--- src/hw/rtl/rcg_pkg.sv ---
// Shared types, constants and cadence tables for the ring cadence generator.
// No dependencies; every other file of the block imports this package.
package rcg_pkg;

    // Widths of fields, counters and registers.
    localparam int FUNC_W  = 2;
    localparam int STYLE_W = 3;
    localparam int POS_W   = 4;
    localparam int DUR_W   = 16;
    localparam int OSC_W   = 10;
    localparam int CNT_W   = 4;
    localparam int LEN_W   = 5;

    // Defaults for the top-level parameter and the configuration registers.
    localparam int DEFAULT_MAX_STEPS = 10;
    localparam logic [OSC_W-1:0] HALF_PERIOD_RESET = OSC_W'(25);

    // Item function codes.
    typedef enum logic [FUNC_W-1:0] {
        FUNC_TICK  = 2'd0,
        FUNC_START = 2'd1,
        FUNC_STOP  = 2'd2,
        FUNC_LOAD  = 2'd3
    } func_t;

    // Cadence styles; codes above custom run the traditional cadence.
    typedef enum logic [STYLE_W-1:0] {
        STYLE_TRAD   = 3'd0,
        STYLE_EURO   = 3'd1,
        STYLE_PULSE  = 3'd2,
        STYLE_CONT   = 3'd3,
        STYLE_CUSTOM = 3'd4
    } style_t;

    // Configuration register contents handed to the cadence core.
    typedef struct packed {
        logic [CNT_W-1:0] custom_step_count;
        logic [OSC_W-1:0] half_period_ticks;
    } rcg_cfg_t;

    // Result of one item.
    typedef struct packed {
        logic drive;
        logic ringing;
        logic phase_on;
    } rcg_result_t;

    // Step duration in ticks of the built-in cadences.
    function automatic logic [DUR_W-1:0] builtin_duration(style_t sty, logic [POS_W-1:0] pos);
        logic [DUR_W-1:0] dur;
        case (sty)
            STYLE_EURO:
            begin
                case (pos[1:0])
                    2'd0:    dur = DUR_W'(400);
                    2'd1:    dur = DUR_W'(200);
                    2'd2:    dur = DUR_W'(400);
                    default: dur = DUR_W'(2000);
                endcase
            end
            STYLE_PULSE:
            begin
                if (pos < POS_W'(5))
                    dur = DUR_W'(200);
                else if (pos == POS_W'(5))
                    dur = DUR_W'(2500);
                else
                    dur = '0;
            end
            STYLE_CONT:
            begin
                dur = DUR_W'(1500);
            end
            default:
            begin
                dur = pos[0] ? DUR_W'(4000) : DUR_W'(2000);
            end
        endcase
        return dur;
    endfunction

    // Number of steps of the built-in cadences.
    function automatic logic [LEN_W-1:0] builtin_length(style_t sty);
        logic [LEN_W-1:0] len;
        case (sty)
            STYLE_EURO:  len = LEN_W'(4);
            STYLE_PULSE: len = LEN_W'(6);
            STYLE_CONT:  len = LEN_W'(2);
            default:     len = LEN_W'(2);
        endcase
        return len;
    endfunction

endpackage

--- src/hw/rtl/rcg_core.sv ---
// Cadence state and custom step table of the ring cadence generator.
// Applies one item per enabled cycle; depends on rcg_pkg.
module rcg_core
    import rcg_pkg::*;
#(
    parameter int MAX_STEPS = DEFAULT_MAX_STEPS
)
(
    input  logic               clk,
    input  logic               rst_n,
    input  logic               item_en,
    input  func_t              func,
    input  logic [STYLE_W-1:0] style,
    input  logic [POS_W-1:0]   step_index,
    input  logic [DUR_W-1:0]   step_duration,
    input  rcg_cfg_t           cfg,
    output rcg_result_t        result
);

    localparam int IDX_W = $clog2(MAX_STEPS);
    localparam logic [LEN_W-1:0] MAX_LEN = LEN_W'(MAX_STEPS);

    // Custom step durations; entries are only meaningful once loaded.
    logic [DUR_W-1:0] step_mem [MAX_STEPS];

    style_t           active_style_reg, active_style_next;
    logic             ringing_reg, ringing_next;
    logic [POS_W-1:0] step_pos_reg, step_pos_next;
    logic             on_reg, on_next;
    logic [DUR_W-1:0] step_elapsed_reg, step_elapsed_next;
    logic [OSC_W-1:0] osc_elapsed_reg, osc_elapsed_next;
    logic             osc_level_reg, osc_level_next;
    logic             pin_reg, pin_next;
    logic [LEN_W-1:0] custom_len_reg, custom_len_next;

    logic [DUR_W-1:0] custom_dur;
    logic [DUR_W-1:0] cur_dur;
    logic [LEN_W-1:0] cur_len;
    logic [LEN_W-1:0] start_len;
    logic             load_ok;

    // Current step duration and step count of the active cadence.
    always_comb
    begin
        if ({1'b0, step_pos_reg} < MAX_LEN)
            custom_dur = step_mem[step_pos_reg[IDX_W-1:0]];
        else
            custom_dur = '0;
        if (active_style_reg == STYLE_CUSTOM)
        begin
            cur_dur = custom_dur;
            cur_len = custom_len_reg;
        end
        else
        begin
            cur_dur = builtin_duration(active_style_reg, step_pos_reg);
            cur_len = builtin_length(active_style_reg);
        end
    end

    // The latched custom length is clamped to the table depth.
    assign start_len = ({1'b0, cfg.custom_step_count} > MAX_LEN) ? MAX_LEN
                                                                 : {1'b0, cfg.custom_step_count};
    assign load_ok   = ({1'b0, step_index} < MAX_LEN);

    // Next cadence state for the item in hand.
    always_comb
    begin
        logic [DUR_W-1:0] se;
        logic [OSC_W-1:0] oe;
        logic [LEN_W-1:0] pos_inc;
        logic [POS_W-1:0] pos;
        logic             on;

        active_style_next = active_style_reg;
        ringing_next      = ringing_reg;
        step_pos_next     = step_pos_reg;
        on_next           = on_reg;
        step_elapsed_next = step_elapsed_reg;
        osc_elapsed_next  = osc_elapsed_reg;
        osc_level_next    = osc_level_reg;
        pin_next          = pin_reg;
        custom_len_next   = custom_len_reg;

        se      = (step_elapsed_reg == '1) ? step_elapsed_reg : step_elapsed_reg + 1'b1;
        oe      = (osc_elapsed_reg == '1) ? osc_elapsed_reg : osc_elapsed_reg + 1'b1;
        pos_inc = {1'b0, step_pos_reg} + 1'b1;
        pos     = step_pos_reg;
        on      = on_reg;

        if (item_en)
        begin
            case (func)
                FUNC_TICK:
                begin
                    if (ringing_reg)
                    begin
                        // Step advance once the elapsed count reaches the duration.
                        if (se >= cur_dur)
                        begin
                            pos = (pos_inc >= cur_len) ? '0 : pos_inc[POS_W-1:0];
                            on  = ~pos[0];
                            se  = '0;
                        end
                        step_pos_next     = pos;
                        on_next           = on;
                        // Square wave during on steps, low during off steps.
                        if (on)
                        begin
                            if (oe >= cfg.half_period_ticks)
                            begin
                                osc_level_next = ~osc_level_reg;
                                pin_next       = ~osc_level_reg;
                                oe             = '0;
                            end
                        end
                        else
                        begin
                            pin_next = 1'b0;
                        end
                        step_elapsed_next = se;
                        osc_elapsed_next  = oe;
                    end
                end
                FUNC_START:
                begin
                    if ((style > STYLE_CUSTOM) ||
                        ((style == STYLE_CUSTOM) && (start_len == '0)))
                        active_style_next = STYLE_TRAD;
                    else
                        active_style_next = style_t'(style);
                    custom_len_next   = start_len;
                    ringing_next      = 1'b1;
                    step_pos_next     = '0;
                    on_next           = 1'b1;
                    step_elapsed_next = '0;
                    osc_elapsed_next  = '0;
                    osc_level_next    = 1'b0;
                end
                FUNC_STOP:
                begin
                    ringing_next = 1'b0;
                    on_next      = 1'b0;
                    pin_next     = 1'b0;
                end
                default:
                begin
                    // Table writes happen in the memory block below.
                end
            endcase
        end
    end

    // Custom table writes.
    always_ff @(posedge clk)
    begin
        if (item_en && (func == FUNC_LOAD) && load_ok)
            step_mem[step_index[IDX_W-1:0]] <= step_duration;
    end

    // Cadence state registers.
    always_ff @(posedge clk or negedge rst_n)
    begin
        if (!rst_n)
        begin
            active_style_reg <= STYLE_TRAD;
            ringing_reg      <= 1'b0;
            step_pos_reg     <= '0;
            on_reg           <= 1'b0;
            step_elapsed_reg <= '0;
            osc_elapsed_reg  <= '0;
            osc_level_reg    <= 1'b0;
            pin_reg          <= 1'b0;
            custom_len_reg   <= '0;
        end
        else
        begin
            active_style_reg <= active_style_next;
            ringing_reg      <= ringing_next;
            step_pos_reg     <= step_pos_next;
            on_reg           <= on_next;
            step_elapsed_reg <= step_elapsed_next;
            osc_elapsed_reg  <= osc_elapsed_next;
            osc_level_reg    <= osc_level_next;
            pin_reg          <= pin_next;
            custom_len_reg   <= custom_len_next;
        end
    end

    // The result is the state after the item.
    assign result.drive    = pin_next;
    assign result.ringing  = ringing_next;
    assign result.phase_on = on_next;

endmodule

--- src/hw/rtl/ring_cadence_generator_top.sv ---
// Ring cadence generator top level: handshake stages, configuration registers.
// Depends on rcg_pkg and rcg_core.
//
// Usage: each input transfer carries one item: a one-millisecond tick, a start
// with a cadence style, a stop, or a load of one custom step duration. Every
// item yields exactly one output transfer with the bell gate level (drive),
// the ringing flag and the on-step flag as they stand after the item.
// The item is captured in the input register, then the cadence update feeds the
// result register, which raises out_valid. Throughput is one item per cycle while
// the receiver does not stall.
// When the receiver stalls, the result register holds and one more item waits
// in the input register; after that, in_stall rises until the result drains.
// Reset clears the cadence state and both stages and loads the register
// defaults (custom step count 0, half period 25 ticks). Custom step contents
// are undefined until loaded. Configuration is written over the APB-style port
// at byte address 0 (custom step count) and 4 (half period). The user must
// write it only while idle; the block itself does not enforce this.
module ring_cadence_generator_top
    import rcg_pkg::*;
#(
    parameter int MAX_STEPS = DEFAULT_MAX_STEPS
)
(
    input  logic               clk,
    input  logic               rst_n,
    // Configuration port
    input  logic               psel,
    input  logic               penable,
    input  logic               pwrite,
    input  logic [2:0]         paddr,
    input  logic [31:0]        pwdata,
    output logic [31:0]        prdata,
    output logic               pready,
    // Input channel
    input  logic               in_valid,
    output logic               in_stall,
    input  logic [FUNC_W-1:0]  func,
    input  logic [STYLE_W-1:0] style,
    input  logic [POS_W-1:0]   step_index,
    input  logic [DUR_W-1:0]   step_duration,
    // Output channel
    output logic               out_valid,
    input  logic               out_stall,
    output logic               drive,
    output logic               ringing,
    output logic               phase_on
);

    localparam logic [2:0] ADDR_STEP_COUNT  = 3'd0;
    localparam logic [2:0] ADDR_HALF_PERIOD = 3'd4;

    logic [CNT_W-1:0]   step_count_reg;
    logic [OSC_W-1:0]   half_period_reg;
    rcg_cfg_t           cfg;
    logic               cfg_write;

    logic               in_valid_reg, in_valid_next;
    logic [FUNC_W-1:0]  func_reg;
    logic [STYLE_W-1:0] style_reg;
    logic [POS_W-1:0]   step_index_reg;
    logic [DUR_W-1:0]   step_duration_reg;

    logic               out_valid_reg, out_valid_next;
    rcg_result_t        result;
    rcg_result_t        result_reg;

    logic               advance;
    logic               item_en;

    // Configuration register writes and reads.
    assign pready    = 1'b1;
    assign cfg_write = psel && penable && pwrite && pready;

    always_ff @(posedge clk or negedge rst_n)
    begin
        if (!rst_n)
        begin
            step_count_reg  <= '0;
            half_period_reg <= HALF_PERIOD_RESET;
        end
        else if (cfg_write)
        begin
            case (paddr)
                ADDR_STEP_COUNT:  step_count_reg  <= pwdata[CNT_W-1:0];
                ADDR_HALF_PERIOD: half_period_reg <= pwdata[OSC_W-1:0];
                default:          ;
            endcase
        end
    end

    always_comb
    begin
        case (paddr)
            ADDR_STEP_COUNT:  prdata = 32'(step_count_reg);
            ADDR_HALF_PERIOD: prdata = 32'(half_period_reg);
            default:          prdata = '0;
        endcase
    end

    assign cfg.custom_step_count = step_count_reg;
    assign cfg.half_period_ticks = half_period_reg;

    // Flow control: the result register takes a new result when empty or draining.
    assign advance       = !out_valid_reg || !out_stall;
    assign item_en       = in_valid_reg && advance;
    assign in_stall      = in_valid_reg && !advance;
    assign in_valid_next = in_stall ? in_valid_reg : in_valid;
    assign out_valid_next = advance ? in_valid_reg : out_valid_reg;

    always_ff @(posedge clk or negedge rst_n)
    begin
        if (!rst_n)
        begin
            in_valid_reg  <= 1'b0;
            out_valid_reg <= 1'b0;
        end
        else
        begin
            in_valid_reg  <= in_valid_next;
            out_valid_reg <= out_valid_next;
        end
    end

    // Input register captures each accepted transfer.
    always_ff @(posedge clk)
    begin
        if (in_valid && !in_stall)
        begin
            func_reg          <= func;
            style_reg         <= style;
            step_index_reg    <= step_index;
            step_duration_reg <= step_duration;
        end
    end

    // Cadence state update.
    rcg_core #(
        .MAX_STEPS (MAX_STEPS)
    ) u_core (
        .clk           (clk),
        .rst_n         (rst_n),
        .item_en       (item_en),
        .func          (func_t'(func_reg)),
        .style         (style_reg),
        .step_index    (step_index_reg),
        .step_duration (step_duration_reg),
        .cfg           (cfg),
        .result        (result)
    );

    // Result register.
    always_ff @(posedge clk)
    begin
        if (item_en)
            result_reg <= result;
    end

    assign out_valid = out_valid_reg;
    assign drive     = result_reg.drive;
    assign ringing   = result_reg.ringing;
    assign phase_on  = result_reg.phase_on;

endmodule

--- config.mk ---
export PLATFORM = sky130hd
export DESIGN_NAME = ring_cadence_generator_top
export DESIGN_NICKNAME = d
export VERILOG_FILES = /design/src/hw/rtl/rcg_pkg.sv /design/src/hw/rtl/rcg_core.sv /design/src/hw/rtl/ring_cadence_generator_top.sv
export SDC_FILE = /design/constraint.sdc
export NUM_CORES = 1
export LEC_CHECK = 0
export BUFFER_PORTS_ARGS = -buffer_cell sky130_fd_sc_hd__buf_2
export CAP_MARGIN = 20
export CORE_UTILIZATION = 60
export CTS_CLUSTER_SIZE = 14
export DETAILED_ROUTE_END_ITERATION = 8
export PLACE_DENSITY = 0.86
export SETUP_SLACK_MARGIN = 0.02
export SLEW_MARGIN = 25
export SYNTH_ARGS = -nofsm -noshare
export SYNTH_HDL_FRONTEND = slang
export SYNTH_SLANG_ARGS = --single-unit
--- constraint.sdc ---
create_clock -name clk -period 4.6 [get_ports clk]
set_input_delay 0.46 -clock clk [delete_from_list [all_inputs] [get_ports clk]]
set_output_delay 0.46 -clock clk [all_outputs]
set_load 0.01 [all_outputs]
# Word-level counts from Yosys, hierarchy flattened
# Memories as Yosys holds them, arrays and structs flattened.
# Index checks and enable logic that the tools add are counted.
dict set report classes {
  n_mux 45
  n_addsub 3
  bitwise 2
  eq_ne 18
  n_lt_le_gt_ge 8
  reduce_logical 26
}
# operator count
set op_table {}
lappend op_table {{16-bit two-way mux} 6}
lappend op_table {{16-bit case mux with 3 select lines} 1}
lappend op_table {{10-bit two-way mux} 4}
lappend op_table {{10-bit case mux with 2 select lines} 2}
lappend op_table {{16-bit case mux with 2 select lines} 1}
lappend op_table {{12-bit two-way mux} 2}
lappend op_table {{11-bit case mux with 2 select lines} 1}
lappend op_table {{16-bit by 1-bit adder with 16-bit output, second input constant} 1}
lappend op_table {{16-bit equality test, second input constant} 1}
lappend op_table {{16-bit greater-or-equal comparator} 1}
lappend op_table {{1-bit two-way mux} 16}
lappend op_table {{4-bit two-way mux} 4}
lappend op_table {{10-bit by 1-bit adder with 10-bit output, second input constant} 1}
lappend op_table {{10-bit equality test, second input constant} 1}
lappend op_table {{10-bit greater-or-equal comparator} 1}
lappend op_table {{3-bit equality test, second input constant} 3}
lappend op_table {{1-bit logical AND} 8}
lappend op_table {{4-bit less-than comparator, second input constant} 2}
lappend op_table {{2-bit by 1-bit != test with 1-bit output, second input constant} 4}
lappend op_table {{4-bit case mux with 2 select lines} 1}
lappend op_table {{2-bit equality test, second input constant} 3}
lappend op_table {{3-bit by 2-bit equality test with 1-bit output, second input constant} 2}
lappend op_table {{1-bit case mux with 2 select lines} 3}
lappend op_table {{3-bit case mux with 2 select lines} 1}
lappend op_table {{23 further kinds} 32}
dict set report word_totals {
  mem_count 1
  regBits 86
  elab_cells 123
  ramBits 160
  output_inout_bits 38
}
# memory words word_bits read_ports rd_clocked_by_memory_dff wr line
set memory_table {}
lappend memory_table {u_core.step_mem 10 16 1 0 1 rcg_core.sv:24} ;# logic [DUR_W-1:0] step_mem [MAX_STEPS];

# Longest topological paths before layout
# Gate-level depths: netlist of the first run.
dict set report depth {
  word_depth 14
  mapped_depth 17
  ltp_nobuf 14
}

# Cells and area by module
# A second synthesis of the first run with hierarchy kept.
dict set report unflattened {
  hier_cells 846
  hier_area_um2 11568.6
}
# module instances seq_area_each_um2 cells_per_inst area_per_inst_um2
set by_module_without_submodules {}
lappend by_module_without_submodules {rcg_core 1 5830.6 735 9780.6}
lappend by_module_without_submodules {ring_cadence_generator_top 1 1244.9 111 1788.0}

# Least setup slack after synthesis of the first run
# OpenSTA, ideal clock, no wires.
dict set report synth_timing {
  path_type {register to register}
  from {register u_core.step_pos_reg[0]}
  to {register result_reg (netlist bit phase_on), data pin}
  period_less_slack_ns 4.017
  path_slack_ns 0.583
  t_arrival_ns 3.805
  setup_ns 0.212
  path_stages_with_launch 16
  n_path_buf 5
  path_cell_list {dfrtp_1 > buf_2 > buf_4 > buf_2 > buf_2 > buf_4 > mux2i_1 > nand2_1 > o211a_1 > ha_1 > nand2b_1 > a2111oi_0 > o311a_1 > o22ai_1 > or2_1 > o41ai_1}
}
dict set report synth_via {
  elab_chain_cells 13
  word_cells_on_any_way 27
}
# item line
set synth_lines {}
lappend synth_lines {{start: declaration} rcg_core.sv:28} ;# logic [POS_W-1:0] step_pos_reg, step_pos_next;
lappend synth_lines {{start signal: assignment} rcg_core.sv:180} ;# step_pos_reg <= step_pos_next;
lappend synth_lines {{parallel branches: the longest is 6 deep, another holds 16-bit greater-or-equal comparator} --}
lappend synth_lines {{1-bit two-way mux (*)} rcg_core.sv:99} ;# if (se >= cur_dur)
lappend synth_lines {{1-bit two-way mux (*)} rcg_core.sv:96} ;# if (ringing_reg)
lappend synth_lines {{1-bit two-way mux (*)} rcg_core.sv:93} ;# case (func)
lappend synth_lines {{1-bit two-way mux (*)} rcg_core.sv:91} ;# if (item_en)
lappend synth_lines {{1-bit two-way mux (*)} rcg_core.sv:96}
lappend synth_lines {{1-bit case mux with 3 select lines (*)} rcg_core.sv:93}
lappend synth_lines {{1-bit two-way mux (*)} rcg_core.sv:91}
lappend synth_lines {{net u_core.on_next} rcg_core.sv:29} ;# logic on_reg, on_next;
lappend synth_lines {{end signal: assignment} ring_cadence_generator_top.sv:155} ;# result_reg <= result;
lappend synth_lines {{end: declaration} ring_cadence_generator_top.sv:65} ;# rcg_result_t result_reg;
# Mark *: on every way through the listed nets, which the timed path passes. The select of a mux whose other input is x is not followed.
# A chain may end at the register's enable or synchronous reset.

# Worst setup path after layout of the first run
dict set report layout_timing {
  from {register u_core.step_pos_reg[1]}
  to {register result_reg (netlist bit phase_on), data pin}
}
# Same word-level chain as after synthesis.

==> metrics.md, run 1 <==
| Metric | Value |
|---|---|
| Outcome | `finished, final reports clean` |
| Post-synth EDFFs | `188` |
| Largest family of logic cells by synthesized area | `multiplexers` |
| RSZ-0062 raised after global routing | `false` |
| Most frequent cells in the layout | `edfxtp_1 (188), nand2_1 (78), buf_2 (59), dfrtp_1 (53), o21ai_0 (46)` |
| GR Overflow Total | `0` |
| Sequential fraction of the synthesis area | `0.616` |
| CTS root buf | `clkbuf_16` |
| Slew of the pin with the lowest slew margin | `0.979 ns` |
| Multiplexer area fraction after synthesis | `0.102` |
| Number of synthesis warnings | `0` |
| Bufs on Longest Clock Path | `3` |
| Hold Vio Cnt, Final | `0` |
| Post-Syn Area | `0.0115 mm^2` |
| Design area | `0.0129 mm^2` |
| # hold bufs at CTS | `0` |
| CP Cell Sequence | `inv_1 -> ha_1 -> nor2b_1 -> nand3b_1 -> nor3b_1 -> o21ai_0 -> ha_1 -> a21oi_1 -> o21ai_0 -> a211oi_1 -> o22ai_1 -> or2_1 -> o41ai_1` |
| Number of clock sinks | `245` |
| Die height | `140 um` |
| Number of flip-flops in the largest register | `160` |
| # nets final | `1,036` |
| Clock Latency Late Sink | `0.53 ns` |
| Top_reg_cell synth | `edfxtp_1` |
| IO buf count | `59` |
| Top-level I/O count | `105` |
| Largest net degree at the start of global routing | `58` |
| Synth unique cells | `70` |
| FF-to-FF Start | `u_core.step_pos_reg[1]` |
| Startpoint types | `register` |
| Global-route wire length before repair | `37,100 um` |
| WS Path Type | `register to register` |
| Avg WL per Cell | `20.3 um` |
| PD cells | `405 mW/mm^2` |
| Routed via count | `7,225` |
| Rows | `50` |
| Critical path's top delay family | `compound AO/OA/AOI/OAI gates` |
| Crit-path max cell delay | `0.60 ns` |
| Area occupied by multi-input gates | `0.00409 mm^2` |
| Reg area | `0.00708 mm^2` |
| CTS tree | `built` |
| CTS-repair resized insts | `0` |
| Routed WL | `24,000 um` |
| # DRC | `0` |
| Post-route ant nets | `0` |
| Adder-Cell Fraction of Synth Area | `0.0447` |
| Postcts setup bufs | `0` |
| Setup TNS | `0 ns` |
| # setup viols final | `0` |
| CP max stage cell | `dfrtp_1` |
| Synth Area per Inst | `13.6 um^2` |
| WP data required | `4.88 ns` |
| Drt first-iter violations | `545` |
| Crit path time final | `4.18 ns` |
| Worst Path Buf+Inv | `1` |
| Die width | `140 um` |
| Die area | `0.0197 mm^2` |
| Hold Path Class | `primary input to async pin` |
| Synth Instances | `843` |
| Slew Limit Fails | `0` |
| Synth async-reset ratio | `0.233` |
| CTS H-Tree Depth | `1` |
| R2R depth | `13` |
| Share of cells above drive strength 1 | `0.196` |
| Maximum VDD drop | `0.462 mV` |
| XOR/XNOR share of the synthesized area | `0.0122` |
| Simple-Gate Fraction of Synth Area | `0.0929` |
| Critical path fanouts, max | `10` |
| Period utilisation layout | `0.909` |
| Core Area | `0.0187 mm^2` |
| Commonest non-fill, non-tap cell in the layout | `edfxtp_1` |
| Via density | `6.13` |
| P_leak | `0.00501 uW` |
| CP Capture Type | `register` |
| Fmax | `239 MHz` |
| Final core utilization | `0.690` |
| Post-layout power | `5230 uW` |
| Slew HR | `0.345` |
| Yosys reg bits | `245` |
| Post-DP HPWL | `15,300 um` |
| Total clock buffers created by CTS | `24` |
| Initial antenna violation count | `0` |
| FF-to-FF End | `phase_on` |
| Gpl congestion | `0.869` |
| Synth Area in Compound Gates | `0.0933` |
| Setup slack, reg-to-reg | `0.42 ns` |
| Arrival @ worst endpoint | `4.46 ns` |
| Critical path depth | `13` |
| Vias in the first global route | `7,136` |
| Synth-to-Final Area Change | `12.3%` |
| N_diodes | `0` |
| Post-DP Area | `0.0121 mm^2` |
| # fillers | `1,198` |
| Clk slew on worst S/H paths | `0.06 ns` |
| Overall global routing resource usage | `0.247` |
| Initial Util | `0.614` |
| First-pass DRT Iterations | `5` |
| Max cap viols | `0` |
| Final clock skew | `0.00820 ns` |
## worst max path at each step
stage                          startpoint        to  slack (ns)
2_1_floorplan      u_core.step_pos_reg[0]  phase_on        0.58
3_3_place_gp       u_core.step_pos_reg[0]  phase_on        0.40
3_5_place_dp       u_core.step_pos_reg[0]  phase_on        0.35
4_1_cts            u_core.step_pos_reg[0]  phase_on        0.31
5_1_grt        u_core.step_elapsed_reg[0]  phase_on        0.05
6_report           u_core.step_pos_reg[1]  phase_on        0.42
## routing by layer
metal,share of wire,wire length (um),GRT usage,vias up
met5,0,0,0,-
met4,0.030,723,0.0839,0
met3,0.053,1280,0.0304,70
met2,0.52,12500,0.448,275
met1,0.40,9490,0.306,3570
li1,-,-,-,3310
## synth_stat cells (all sizes together) (9+ instances only)
| library cell | count | area [um^2] |
|---|---|---|
| edfxtp | 188 | 5650 |
| inv | 31 | 116 |
| o21ai | 48 | 240 |
| buf | 34 | 243 |
| nor2 | 43 | 161 |
| mux2 | 11 | 124 |
| xnor2 | 9 | 78.8 |
| clkbuf | 21 | 78.8 |
| and3 | 11 | 68.8 |
| mux4 | 32 | 721 |
| nand3 | 14 | 70.1 |
| dfrtp | 54 | 1350 |
| nand2b | 15 | 93.8 |
| mux2i | 33 | 330 |
| a21o | 10 | 75.1 |
| nand2 | 78 | 293 |
| ha | 41 | 513 |
| a21oi | 34 | 170 |
## per-stage QoR
| step | instances | hold slack [ns] | setup slack [ns] |
|---|---|---|---|
| after floorplan | 864 | 0.164 | 0.583 |
| after global placement | 1134 | 0.449 | 0.402 |
| after detailed placement | 1134 | 0.491 | 0.349 |
| after CTS | 1177 | 0.0891 | 0.309 |
| after global routing | 1179 | 0.0916 | 0.0544 |
| final | 1179 | 0.0783 | 0.418 |
## kinds of logic after synthesis
logic type / Yosys count
flip-flops: 245
AO/OA/AOI/OAI: 160
buffers and inverters: 86
adder cells (fa/ha/maj): 41
multiplexers: 76
AND/OR/NAND/NOR: 217
other: 2
XOR/XNOR: 16
## power by group
part	switching [uW]	internal, uW	total, uW
clock	795	1030	1820
combinational	413	375	789
sequential	125	2490	2610
total	1330	3890	5230
## cell type report
cell class | instances | share of cell area
sequential | 245 | 0.549
inverter | 31 | 0.00902
clock buffer | 34 | 0.0495
clock inverter | 9 | 0.00718
multi-input combinational | 533 | 0.317
timing repair buffer | 93 | 0.0456
tap | 234 | 0.0227
(Power assumes the default switching activity.)
==> run 2, diff against run 1 <==
--- a/config.mk
+++ b/config.mk
@@ -12,3 +12,3 @@
 export DETAILED_ROUTE_END_ITERATION = 8
-export PLACE_DENSITY = 0.86
+export PLACE_DENSITY = 0.8
 export SETUP_SLACK_MARGIN = 0.02
--- a/constraint.sdc
+++ b/constraint.sdc
@@ -3,2 +3,2 @@
 set_output_delay 0.46 -clock clk [all_outputs]
-set_load 0.01 [all_outputs]
+set_load 0.05 [all_outputs]
==> run 2 against run 1 <==
  * First-iteration DRC count shrank 12%
  * Fmax increased by 0.90%
  * Clock skew is 0.010 ns higher
  * Total power increased by 5.5%
  * Flip-flop and latch count unchanged
  * Die area is the same
  * Combinational power rose by 9.6%
  * Clock power increased by 13%
  * Cell count unchanged
  * Sequential share of layout area shrank 0.39 points
  * Via count is 3.1% lower
  * Routed wire length fell by 5.4%
  * Critical path type unchanged
==> metrics.md, run 2 (same netlist as run 1, synthesis figures left out) <==
| Metric | Value |
|---|---|
| Critical path fanouts, max | `14` |
| Global-route wire length before repair | `35,900 um` |
| Bufs on Longest Clock Path | `3` |
| Commonest non-fill, non-tap cell in the layout | `edfxtp_1` |
| PD cells | `424 mW/mm^2` |
| Core Area | `0.0187 mm^2` |
| Post-DP HPWL | `14,700 um` |
| Placed instance count | `1,127` |
| Total clock buffers created by CTS | `26` |
| Setup slack, reg-to-reg | `0.46 ns` |
| Final clock skew | `0.0184 ns` |
| Startpoint types | `register` |
| Crit path time final | `4.14 ns` |
| Via density | `5.94` |
| First-pass DRT Iterations | `5` |
| Slew of the pin with the lowest slew margin | `1.01 ns` |
| Die height | `140 um` |
| CTS tree | `built` |
| Clock Latency Late Sink | `0.54 ns` |
| CTS H-Tree Depth | `1` |
| Avg WL per Cell | `19.2 um` |
| Rows | `50` |
| RSZ-0062 raised after global routing | `false` |
| Clk slew on worst S/H paths | `0.06 ns` |
| Maximum VDD drop | `0.373 mV` |
| Outcome | `finished, final reports clean` |
| CTS root buf | `clkbuf_16` |
| Hold Vio Cnt, Final | `0` |
| Number of clock sinks | `245` |
| Routed WL | `22,700 um` |
| # DRC | `0` |
| N_diodes | `0` |
| Most frequent cells in the layout | `edfxtp_1 (188), nand2_1 (78), buf_2 (59), dfrtp_1 (53), o21ai_0 (46)` |
| Slew HR | `0.321` |
| Die area | `0.0197 mm^2` |
| Hold Path Class | `primary input to register` |
| GR Overflow Total | `0` |
| Die width | `140 um` |
| Vias in the first global route | `7,022` |
| IO buf count | `59` |
| Setup TNS | `0 ns` |
| Overall global routing resource usage | `0.236` |
| DP Worst Slack | `0.394 ns` |
| # setup viols final | `0` |
| Initial antenna violation count | `0` |
| Share of cells above drive strength 1 | `0.192` |
| Fmax | `241 MHz` |
| P_leak | `0.00504 uW` |
| Top-level I/O count | `105` |
| Drt first-iter violations | `480` |
| # fillers | `1,247` |
| Initial Util | `0.614` |
| # nets final | `1,035` |
| Slew Limit Fails | `0` |
| CP Capture Type | `register` |
| Largest net degree at the start of global routing | `40` |
| Post-route setup slack | `0.456 ns` |
| Arrival @ worst endpoint | `4.44 ns` |
| Finished Layout Cells | `1,179` |
| Gpl congestion | `0.846` |
| Final core utilization | `0.695` |
| Synth-to-Final Area Change | `13.1%` |
| Number of flip-flops in the largest register | `160` |
| WS Path Type | `register to register` |
| Post-route ant nets | `0` |
| Routed via count | `7,000` |
| Max cap viols | `0` |
| Period utilisation layout | `0.901` |
| WP data required | `4.90 ns` |
-- run 2: changes by cell type in the layout (fill, tap and decap cells not counted), sizes merged --
cell	before	now
buf	92	89
bufinv	1	3
clkinv	8	7
dlygate4sd3	0	1
inv	31	32
-- run 2: per-stage QoR --
stage	total power, uW	hold WS [ns]	instance area, um^2
global route	5740	0.0700	13000
floorplan	3250	0.164	11600
global placement	3430	0.434	12100
finish	5510	0.0876	13000
detailed placement	3460	0.424	12100
CTS	5520	0.0703	12900
-- run 2: repair_timing --
item                       CTS  global route
hold endpoints to repair    18             0
hold buffers                 1             0
resized for setup            0             1
buffers inserted             0             4
setup endpoints to repair    0            10
-- run 2: layout make-up --
type                    instances  area (um^2)  area share
flip-flops and latches        245         7080       0.545
multi-input cells             533         4090       0.315
clock buffers                  35          694      0.0535
repair buffers                 90          563      0.0433
well taps                     234          293      0.0225
clock inverters                11          154      0.0118
inverters                      31          116     0.00896
-- run 2: critical path, stage by stage (launching register included) --
cell	delay (ns)
dfrtp_4	0.45
buf_12	0.18
buf_4	0.21
mux4_2	0.52
mux2i_1	0.17
o221ai_1	0.19
o21ai_0	0.16
ha_1	0.29
a21oi_1	0.14
o21ai_0	0.19
a211oi_1	0.44
o22ai_1	0.28
or2_1	0.33
o41ai_1	0.36
-- run 2: final timing paths --
path | depth (start not counted) | endpoint | startpoint
max reg2reg | 13 | phase_on | u_core.step_pos_reg[0]
max in group asynchronous | 3 | u_core.step_pos_reg[0] | rst_n
max | 13 | phase_on | u_core.step_pos_reg[0]
min in group asynchronous | 2 | u_core.step_elapsed_reg[2] | rst_n
min | 1 | step_duration_reg[9] | step_duration[9]
min reg2reg | 1 | out_valid | in_valid_reg
-- run 2: metal layers --
layer | wire length (um) | GRT usage | vias up
li1 | - | - | 3301
met1 | 9500 | 0.300 | 3465
met2 | 11600 | 0.418 | 190
met3 | 1010 | 0.0349 | 44
met4 | 552 | 0.0769 | 0
met5 | 0 | 0 | -
-- run 2: report_power, final --
group	internal [uW]	total, uW	switching (uW)
registers	2490	2590	96.5
clock network	1230	2060	832
logic	380	865	485
total	4100	5510	1410
